==> config.mk <==
export PLATFORM = sky130hd
export DESIGN_NAME = stk500v2_frame_receiver_top_flat
export DESIGN_NICKNAME = d
export VERILOG_FILES = /design/src/stk_pkg.sv /design/src/stk_if.sv /design/src/stk_cfg_regs.sv /design/src/stk_frame_core.sv /design/src/stk500v2_frame_receiver_top.sv /design/src/flat_wrapper.sv
export SDC_FILE = /design/constraint.sdc
export NUM_CORES = 1
export LEC_CHECK = 0
export BUFFER_PORTS_ARGS = -buffer_cell sky130_fd_sc_hd__buf_4
export CORE_MARGIN = 4
export CORE_UTILIZATION = 61
export CTS_BUF_LIST = sky130_fd_sc_hd__clkbuf_4
export CTS_CLUSTER_DIAMETER = 60
export DETAILED_ROUTE_END_ITERATION = 7
export GPL_TIMING_DRIVEN = 0
export HOLD_SLACK_MARGIN = 0.05
export PLACE_DENSITY = 0.9
export SYNTH_ARGS = -nofsm -noshare
export SYNTH_HDL_FRONTEND = slang
export SYNTH_SLANG_ARGS = --single-unit
==> constraint.sdc <==
create_clock -name clk -period 8.29 [get_ports clk]
set_input_delay 2.0725 -clock clk [delete_from_list [all_inputs] [get_ports clk]]
set_output_delay 2.0725 -clock clk [all_outputs]
set_load 0.005 [all_outputs]
==> src/stk_pkg.sv <==
// ----------------------------------------------------------------------------
// stk_pkg: shared types and constants of the STK500v2 frame receiver
// Holds the configuration register map, message framing constants and the
// status codes of the final word of a message.
// ----------------------------------------------------------------------------
package stk_pkg;

    localparam int unsigned POS_W        = 17;
    localparam int unsigned OFFSET_W     = 10;
    localparam int unsigned HEADER_BYTES = 5;

    localparam logic [POS_W-1:0] POS_START  = POS_W'(0);
    localparam logic [POS_W-1:0] POS_SEQ    = POS_W'(1);
    localparam logic [POS_W-1:0] POS_LEN_HI = POS_W'(2);
    localparam logic [POS_W-1:0] POS_LEN_LO = POS_W'(3);
    localparam logic [POS_W-1:0] POS_TOKEN  = POS_W'(4);
    localparam logic [POS_W-1:0] POS_BODY   = POS_W'(HEADER_BYTES);
    localparam logic [POS_W-1:0] POS_MAX    = POS_W'(HEADER_BYTES + 65535);

    localparam logic [1:0] ST_OK       = 2'd0;
    localparam logic [1:0] ST_CKSUM    = 2'd1;
    localparam logic [1:0] ST_TOO_LONG = 2'd2;

    localparam int unsigned PADDR_W = 3;
    localparam logic [PADDR_W-1:0] ADDR_START_VALUE = 3'd0;
    localparam logic [PADDR_W-1:0] ADDR_TOKEN_VALUE = 3'd4;

    localparam logic [7:0] START_VALUE_RESET = 8'd27;
    localparam logic [7:0] TOKEN_VALUE_RESET = 8'd14;

    typedef struct packed {
        logic [7:0] start_value;
        logic [7:0] token_value;
    } cfg_t;

endpackage

==> src/stk_if.sv <==
// ----------------------------------------------------------------------------
// stk_rx_if / stk_res_if: valid-ready channels of the frame receiver
// The receive channel carries one serial byte per word; the result channel
// carries one body byte or the final status of a message per word.
// ----------------------------------------------------------------------------
interface stk_rx_if;
    logic       valid;
    logic       ready;
    logic [7:0] rx_byte;

    modport source (output valid, output rx_byte, input ready);
    modport sink (input valid, input rx_byte, output ready);
endinterface

interface stk_res_if;
    logic        valid;
    logic        ready;
    logic [7:0]  data_byte;
    logic [9:0]  offset;
    logic        last;
    logic [1:0]  status;
    logic [7:0]  sequence_res;
    logic [15:0] body_length;

    modport source (output valid, output data_byte, output offset, output last,
                    output status, output sequence_res, output body_length,
                    input ready);
    modport sink (input valid, input data_byte, input offset, input last,
                  input status, input sequence_res, input body_length,
                  output ready);
endinterface

==> src/stk_cfg_regs.sv <==
// ----------------------------------------------------------------------------
// stk_cfg_regs: APB configuration registers
// Holds the expected start byte and token byte, written and read over APB.
// ----------------------------------------------------------------------------
module stk_cfg_regs
    import stk_pkg::*;
(
    input  logic               clk,
    input  logic               rst_n,
    input  logic               psel,
    input  logic               penable,
    input  logic               pwrite,
    input  logic [PADDR_W-1:0] paddr,
    input  logic [31:0]        pwdata,
    output logic [31:0]        prdata,
    output logic               pready,
    output cfg_t               cfg
);

    cfg_t cfg_reg;
    logic wr_en;

    assign pready = 1'b1;
    assign wr_en  = psel && penable && pwrite;
    assign cfg    = cfg_reg;

    always_ff @(posedge clk or negedge rst_n)
    begin
        if (!rst_n)
        begin
            cfg_reg.start_value <= START_VALUE_RESET;
            cfg_reg.token_value <= TOKEN_VALUE_RESET;
        end
        else if (wr_en)
        begin
            case (paddr)
                ADDR_START_VALUE: cfg_reg.start_value <= pwdata[7:0];
                ADDR_TOKEN_VALUE: cfg_reg.token_value <= pwdata[7:0];
                default: ;
            endcase
        end
    end

    always_comb
    begin
        case (paddr)
            ADDR_START_VALUE: prdata = {24'd0, cfg_reg.start_value};
            ADDR_TOKEN_VALUE: prdata = {24'd0, cfg_reg.token_value};
            default:          prdata = 32'd0;
        endcase
    end

endmodule

==> src/stk_frame_core.sv <==
// ----------------------------------------------------------------------------
// stk_frame_core: message parser with input and result registers
// Tracks the position within a message, the running XOR checksum, the
// sequence number and the body length, and produces one result word per
// body byte, unless the body exceeds MAX_BODY, and one final word per message.
// ----------------------------------------------------------------------------
module stk_frame_core
    import stk_pkg::*;
#(
    parameter int unsigned MAX_BODY = 1024
)
(
    input  logic         clk,
    input  logic         rst_n,
    input  cfg_t         cfg,
    stk_rx_if.sink       rx,
    stk_res_if.source    res
);

    logic             in_valid_reg;
    logic [7:0]       in_byte_reg;
    logic             advance;

    logic [POS_W-1:0] pos_reg;
    logic [POS_W-1:0] pos_next;
    logic [7:0]       xor_reg;
    logic [7:0]       xor_next;
    logic [15:0]      length_reg;
    logic [15:0]      length_next;
    logic [7:0]       seq_reg;
    logic [7:0]       seq_next;

    logic             out_valid_reg;
    logic [7:0]       out_data_reg;
    logic [9:0]       out_offset_reg;
    logic             out_last_reg;
    logic [1:0]       out_status_reg;
    logic [7:0]       out_seq_reg;
    logic [15:0]      out_length_reg;

    logic             emit;
    logic [7:0]       data_next;
    logic [9:0]       offset_next;
    logic             last_next;
    logic [1:0]       status_next;

    logic [POS_W-1:0] idx;
    logic [7:0]       xor_acc;
    logic             too_long;

    assign advance  = !out_valid_reg || res.ready;
    assign rx.ready = !in_valid_reg || advance;

    assign idx      = pos_reg - POS_BODY;
    assign xor_acc  = xor_reg ^ in_byte_reg;
    assign too_long = {1'b0, length_reg} > POS_W'(MAX_BODY);

    always_comb
    begin
        pos_next    = pos_reg;
        xor_next    = xor_reg;
        length_next = length_reg;
        seq_next    = seq_reg;
        emit        = 1'b0;
        data_next   = 8'd0;
        offset_next = 10'd0;
        last_next   = 1'b0;
        status_next = ST_OK;
        case (pos_reg)
            POS_START:
            begin
                if (in_byte_reg == cfg.start_value)
                begin
                    pos_next = POS_SEQ;
                    xor_next = in_byte_reg;
                end
            end
            POS_SEQ:
            begin
                seq_next = in_byte_reg;
                xor_next = xor_acc;
                pos_next = POS_LEN_HI;
            end
            POS_LEN_HI:
            begin
                length_next = {in_byte_reg, 8'd0};
                xor_next    = xor_acc;
                pos_next    = POS_LEN_LO;
            end
            POS_LEN_LO:
            begin
                length_next = {length_reg[15:8], in_byte_reg};
                xor_next    = xor_acc;
                pos_next    = POS_TOKEN;
            end
            POS_TOKEN:
            begin
                if (in_byte_reg == cfg.token_value)
                begin
                    xor_next = xor_acc;
                    pos_next = POS_BODY;
                end
                else
                begin
                    xor_next = 8'd0;
                    pos_next = POS_START;
                end
            end
            default:
            begin
                if (idx < {1'b0, length_reg})
                begin
                    xor_next    = xor_acc;
                    pos_next    = pos_reg + POS_W'(1);
                    emit        = !too_long;
                    data_next   = in_byte_reg;
                    offset_next = idx[OFFSET_W-1:0];
                end
                else
                begin
                    emit      = 1'b1;
                    last_next = 1'b1;
                    if (too_long)
                    begin
                        status_next = ST_TOO_LONG;
                    end
                    else if (xor_acc != 8'd0)
                    begin
                        status_next = ST_CKSUM;
                    end
                    xor_next = 8'd0;
                    pos_next = POS_START;
                end
            end
        endcase
    end

    always_ff @(posedge clk or negedge rst_n)
    begin
        if (!rst_n)
        begin
            in_valid_reg  <= 1'b0;
            out_valid_reg <= 1'b0;
            pos_reg       <= POS_START;
            xor_reg       <= 8'd0;
            length_reg    <= 16'd0;
            seq_reg       <= 8'd0;
        end
        else
        begin
            if (rx.valid && rx.ready)
            begin
                in_valid_reg <= 1'b1;
            end
            else if (advance)
            begin
                in_valid_reg <= 1'b0;
            end
            if (advance)
            begin
                out_valid_reg <= in_valid_reg && emit;
            end
            if (in_valid_reg && advance)
            begin
                pos_reg    <= pos_next;
                xor_reg    <= xor_next;
                length_reg <= length_next;
                seq_reg    <= seq_next;
            end
        end
    end

    always_ff @(posedge clk)
    begin
        if (rx.valid && rx.ready)
        begin
            in_byte_reg <= rx.rx_byte;
        end
        if (in_valid_reg && advance)
        begin
            out_data_reg   <= data_next;
            out_offset_reg <= offset_next;
            out_last_reg   <= last_next;
            out_status_reg <= status_next;
            out_seq_reg    <= seq_reg;
            out_length_reg <= length_reg;
        end
    end

    assign res.valid        = out_valid_reg;
    assign res.data_byte    = out_data_reg;
    assign res.offset       = out_offset_reg;
    assign res.last         = out_last_reg;
    assign res.status       = out_status_reg;
    assign res.sequence_res = out_seq_reg;
    assign res.body_length  = out_length_reg;

    // The checksum accumulator is clear whenever a new message is awaited.
    assert property (@(posedge clk) disable iff (!rst_n)
        pos_reg == POS_START |-> xor_reg == 8'd0)
        else $error("running checksum not cleared while awaiting start");

    assert property (@(posedge clk) disable iff (!rst_n)
        pos_reg <= POS_MAX)
        else $error("message position out of range");

    // A body word is never produced for a message that exceeds the limit.
    assert property (@(posedge clk) disable iff (!rst_n)
        out_valid_reg && !out_last_reg |-> {1'b0, out_length_reg} <= POS_W'(MAX_BODY))
        else $error("body word emitted for an oversized message");

    assert property (@(posedge clk) disable iff (!rst_n)
        out_valid_reg && !out_last_reg |-> out_status_reg == ST_OK)
        else $error("nonzero status on a body word");

    // Result words, body and status alike, are produced only after a complete header.
    assert property (@(posedge clk) disable iff (!rst_n)
        in_valid_reg && advance && emit |-> pos_reg >= POS_BODY)
        else $error("result produced inside the header");

endmodule

==> src/stk500v2_frame_receiver_top.sv <==
// ----------------------------------------------------------------------------
// stk500v2_frame_receiver_top: STK500v2 message receiver
// The receiver takes one serial byte per cycle on the rx channel and
// sustains that rate for as long as the result channel keeps up. Each byte
// is captured in an input register and handled, once the result channel can
// take a word, by a single compare, XOR and position update, whose result
// word is registered in the output register. Body bytes come out with their
// offset, and the checksum byte produces a final word with last set and the
// message status; bodies longer than MAX_BODY produce only the final word.
// The expected start and token bytes are APB registers at addresses 0 and 4.
// ----------------------------------------------------------------------------
module stk500v2_frame_receiver_top
    import stk_pkg::*;
#(
    parameter int unsigned MAX_BODY = 1024
)
(
    input  logic               clk,
    input  logic               rst_n,
    stk_rx_if.sink             rx,
    stk_res_if.source          res,
    input  logic               psel,
    input  logic               penable,
    input  logic               pwrite,
    input  logic [PADDR_W-1:0] paddr,
    input  logic [31:0]        pwdata,
    output logic [31:0]        prdata,
    output logic               pready
);

    cfg_t cfg;

    stk_cfg_regs u_cfg_regs (
        .clk     (clk),
        .rst_n   (rst_n),
        .psel    (psel),
        .penable (penable),
        .pwrite  (pwrite),
        .paddr   (paddr),
        .pwdata  (pwdata),
        .prdata  (prdata),
        .pready  (pready),
        .cfg     (cfg)
    );

    stk_frame_core #(
        .MAX_BODY (MAX_BODY)
    ) u_frame_core (
        .clk   (clk),
        .rst_n (rst_n),
        .cfg   (cfg),
        .rx    (rx),
        .res   (res)
    );

endmodule
==> src/flat_wrapper.sv <==
// flat-port wrapper written by rule: the top's interface ports become plain ports
module stk500v2_frame_receiver_top_flat import stk_pkg::*;
#(
    parameter int unsigned MAX_BODY = 1024
)
  (clk, rst_n, psel, penable, pwrite, paddr, pwdata, prdata, pready, rx_valid, rx_rx_byte, rx_ready, res_valid, res_data_byte, res_offset, res_last, res_status, res_sequence_res, res_body_length, res_ready);
  stk_rx_if rx_i ();
  stk_res_if res_i ();
  input  logic clk;
  input  logic rst_n;
  input  logic psel;
  input  logic penable;
  input  logic pwrite;
  input  logic [PADDR_W-1:0] paddr;
  input  logic [31:0] pwdata;
  output logic [31:0] prdata;
  output logic pready;
  input wire logic [$bits(rx_i.valid)-1:0] rx_valid;
  input wire logic [$bits(rx_i.rx_byte)-1:0] rx_rx_byte;
  output wire logic [$bits(rx_i.ready)-1:0] rx_ready;
  output wire logic [$bits(res_i.valid)-1:0] res_valid;
  output wire logic [$bits(res_i.data_byte)-1:0] res_data_byte;
  output wire logic [$bits(res_i.offset)-1:0] res_offset;
  output wire logic [$bits(res_i.last)-1:0] res_last;
  output wire logic [$bits(res_i.status)-1:0] res_status;
  output wire logic [$bits(res_i.sequence_res)-1:0] res_sequence_res;
  output wire logic [$bits(res_i.body_length)-1:0] res_body_length;
  input wire logic [$bits(res_i.ready)-1:0] res_ready;
  assign rx_i.valid = rx_valid;
  assign rx_i.rx_byte = rx_rx_byte;
  assign rx_ready = rx_i.ready;
  assign res_valid = res_i.valid;
  assign res_data_byte = res_i.data_byte;
  assign res_offset = res_i.offset;
  assign res_last = res_i.last;
  assign res_status = res_i.status;
  assign res_sequence_res = res_i.sequence_res;
  assign res_body_length = res_i.body_length;
  assign res_i.ready = res_ready;
  stk500v2_frame_receiver_top #(.MAX_BODY(MAX_BODY)) u_core (.clk(clk), .rst_n(rst_n), .rx(rx_i), .res(res_i), .psel(psel), .penable(penable), .pwrite(pwrite), .paddr(paddr), .pwdata(pwdata), .prdata(prdata), .pready(pready));
endmodule
# Word-level counts from Yosys, hierarchy flattened
# Index checks and enable logic that the tools add are counted.
# op_classes
n_addsub,2
n_lt_le_gt_ge,2
eq_ne,8
mux,17
n_bitwise,3
n_reduce_logical,26
# op_table
op,n
17-bit case mux with 5 select lines,1
17-bit by 2-bit equality test with 1-bit output (second input constant),2
17-bit two-way mux,2
16-bit case mux with 2 select lines,1
8-bit two-way mux,3
8-bit case mux with 3 select lines,1
17-bit by 1-bit adder with 17-bit output (second input constant),1
17-bit by 1-bit equality test with 1-bit output (second input constant),1
17-bit by 3-bit equality test with 1-bit output (second input constant),1
17-bit logical NOT,1
17-bit by 16-bit less-than comparator with 1-bit output,1
17-bit by 3-bit subtractor with 17-bit output (second input constant),1
8-bit equality test,2
16-bit by 11-bit > comparator with 1-bit output (second input constant),1
8-bit case mux with 2 select lines,1
6-bit OR reduction,2
2-bit AND reduction,5
8-bit nonzero test,1
8-bit XOR,1
7-bit OR reduction,1
1-bit two-way mux,6
1-bit logical AND,5
5-bit OR reduction,1
2-bit nonzero test,2
other kinds (10),14
# word_totals
register_bits,120
inputBits,50

# Depth between registers and ports, before layout
# depth
depth_word,5
ltp_mapped,15

# Cells and area by module
# From an unflattened synthesis, not the netlist that was laid out.
# hier_totals
hier_cells,509
hier_area_um2,6079.6
# modules_own_cells
mod,n_inst,cells_each,area_per_inst_um2
stk_frame_core,1,425,5086.1
stk_cfg_regs,1,84,993.5

# Worst setup path after synthesis
# No wires, ideal clock.
# synth_timing
kind,input -> output
from,in paddr[2]
to,out prdata[0]
arrival_ps,2744
path_slack_ps,3474
stages,3
path_buffers,1
cell_sequence,clkbuf_1 -> mux2i_1 -> nor2_1
# synth_between
elab_chain_cells,2
word_cells_on_any_way,3
# synth_rtl
item,line_no,source
"start, declared",flat_wrapper.sv:14,input logic [PADDR_W-1:0] paddr;
3-bit equality test / 3-bit logical NOT (equally long branches),stk_cfg_regs.sv:46,case (paddr)
8-bit case mux with 2 select lines (*),stk_cfg_regs.sv:46,
"end, declared",flat_wrapper.sv:16,output logic [31:0] prdata;
# Every way passes the cells marked *; elsewhere a longest branch is shown, timed or not.

# Worst setup path in the final report
# layout_timing
from,in paddr[2]
to,out prdata[2]
# The elaborated chain is that of the path after synthesis.

==> results.md <==
- Status: completed
- WHS: 0.454 ns
- Post-CTS setup buffers: 0
- WS Path Type: in2out
- Worst setup SP type: input port
- Fin nets: 732
- WP data arrival: 3.08 ns
- Commonest non-fill, non-tap cell in the layout: buf_4
- Cell Area, Synth: 6230 µm²
- Hold-fix buffers, CTS: 0
- H-Tree Depth: 4
- Synth async-reset ratio: 55.8%
- First-pass GRT wire length: 22.6 mm
- Crit Path Max Fanout: 10
- Die H: 109 µm
- Final ANT Viol Nets: 0
- Overall power: 2240 µW
- Crit end category: output port
- Register area share after synthesis: 52.6%
- Hold Startpoint: u_core.u_frame_core.seq_reg[5]
- Total Routing Usage GR: 25.2%
- Final-layout fill cell count: 636
- Placed Area: 7070 µm²
- Fin. Hold Viols: 0
- Most frequent cells in the layout: buf_4, dfrtp_1, edfxtp_1
- Most used DFF post-synth: dfrtp_1
- Clock transition at the registers of the reported paths: 0.11 ns
- Max Slew Vio Count: 0
- Initial DRT Pass Iterations: 5
- Area delta synth->final: 18.1%
- WL/cell: 17.4 µm
- Crit. Startpoint: paddr[2]
- Row count: 36
- Largest net degree at the start of global routing: 68
- Yosys warning count: 0
- Min-delay worst type: reg2reg
- Number of synthesized flops with an enable pin: 53
- Top-level I/O count: 130
- Average cell area after synthesis: 11.5 µm²
- Peak supply drop: 0.128 mV
- Fraction of layout cells with a size suffix above 1: 29.0%
- F_max: 194 MHz
- Via count: 4,736
- DRT iter0 DRCs: 437
- Clk Latency, worst-skew pair: 0.54 ns
- GPL Wtd Cong: 0.885
- Total leakage power: 0.00339 µW
- CTS tree: yes
- Period utilization: 62.1%
- Yosys reg bits: 120
- Max reg flops: 17
- Core Region: 9860 µm²
- Max_cap viols: 0
- Num CTS Buffers: 17
- Clock net sink count: 120
- Data required time at the worst endpoint: 6.22 ns
- # setup viols final: 0
- Final instance area: 7360 µm²
- Port bufs: 79
- Clock root buffer: clkbuf_4
- Unrepaired setup endpoints after global routing: false
- Dpl hpwl: 10.1 mm
- Cells after synthesis: 541
- Antenna violations before repair: 0
- Post-CTS sizing: 0
- Final Util: 74.6%
- Initial core utilization: 63.1%
- Worst-Margin Slew: 0.930 ns
- DRT Wirelength: 14.0 mm
- Vias in the first global route: 4,729
- Unique cell type count in the Yosys netlist: 59
- Clock Skews: 0.0154 ns
- Ant. Diodes: 0
- Setup TNS Final: 0 ns
- Clock Path Buffers: 2
- Die extent in x: 109 µm
- Relative slew slack: 37.9%
- Crit Reg-Reg Startpoint: u_core.u_frame_core.pos_reg[0]
- Tmin final: 5.15 ns
- GR Overflow Total: 0
- Drt via density: 5.86
- Power per cell area: 305 nW/µm²
- Die area: 11,900 µm²
- DR DRC count: 0
## synth_stat cells, types with 7 or more instances
master | instances | area, µm²
ha_1 | 20 | 250
o21a_1 | 7 | 52.6
and3_1 | 19 | 119
buf_2 | 7 | 35.0
edfxtp_1 | 53 | 1590
nor4_1 | 7 | 43.8
o31ai_1 | 9 | 67.6
nor2_1 | 33 | 124
buf_4 | 27 | 203
inv_1 | 24 | 90.1
a22o_1 | 24 | 210
xor2_1 | 23 | 201
dfrtp_1 | 60 | 1500
a21o_1 | 10 | 75.1
mux2_2 | 24 | 270
o21ai_0 | 22 | 110
a21oi_1 | 9 | 45.0
nand3_1 | 15 | 75.1
clkbuf_1 | 18 | 67.6
nand2_1 | 32 | 120
dfstp_2 | 7 | 184
nor3_1 | 7 | 35.0
xnor2_1 | 14 | 123
mux2i_1 | 12 | 120
## cells by family after synthesis
group / count (synthesis) / share of synthesized area, %
AO/OA/AOI/OAI: 103 / 12.3
XOR/XNOR: 37 / 5.20
adder cells (fa/ha/maj): 20 / 4.02
buffers and inverters: 79 / 6.89
flip-flops: 120 / 52.6
multiplexers: 36 / 6.27
other: 2 / 0.121
AND/OR/NAND/NOR: 144 / 12.5
## stage by stage
step | worst slack [ns] | cells
floorplan | 3.47 | 564
global placement | 3.20 | 776
detailed placement | 3.20 | 776
CTS | 3.16 | 808
global route | 3.10 | 808
finish | 3.14 | 808
## per-layer routing
| metal | global-route usage, % | vias to the layer above | share of wire (%) | wire, µm |
|---|---|---|---|---|
| met5 | 0 | - | 0 | 0 |
| met4 | 13.0 | 0 | 3.4 | 482 |
| met3 | 6.39 | 55 | 8.2 | 1150 |
| met2 | 42.3 | 264 | 50 | 6950 |
| met1 | 30.0 | 2265 | 39 | 5460 |
| li1 | - | 2152 | - | - |
## report_power, final
part	switching, µW	total [µW]	internal (µW)
Combinational	495	903	408
Clock	231	415	184
Sequential	102	923	821
Total	828	2240	1410
## layout make-up
type | count | area (µm²) | area share (%)
sequential | 120 | 3280 | 44.5
multi-input combinational | 365 | 2610 | 35.4
timing repair buffer | 79 | 593 | 8.06
buffer | 55 | 339 | 4.61
tap | 133 | 166 | 2.26
clock inverter | 14 | 149 | 2.02
clock buffer | 18 | 135 | 1.84
inverter | 24 | 90.1 | 1.22
## path summary, 6_finish.rpt
kind	slack, ns	depth (start not counted)	end
max	3.14	4	prdata[2]
min	0.45	0	u_core.u_frame_core.res.sequence_res[5]
max reg2reg	4.17	13	u_core.u_frame_core.pos_reg[4]
min reg2reg	0.45	0	u_core.u_frame_core.res.sequence_res[5]
max in group asynchronous	6.09	1	u_core.u_frame_core.xor_reg[2]
min in group asynchronous	1.62	1	u_core.u_frame_core.length_reg[11]
## worst max-delay path, stage by stage
cell	delay, ns
clkbuf_1	0.50
mux2i_1	0.26
nor2_1	0.08
buf_4	0.16
(Power assumes the default switching activity.)
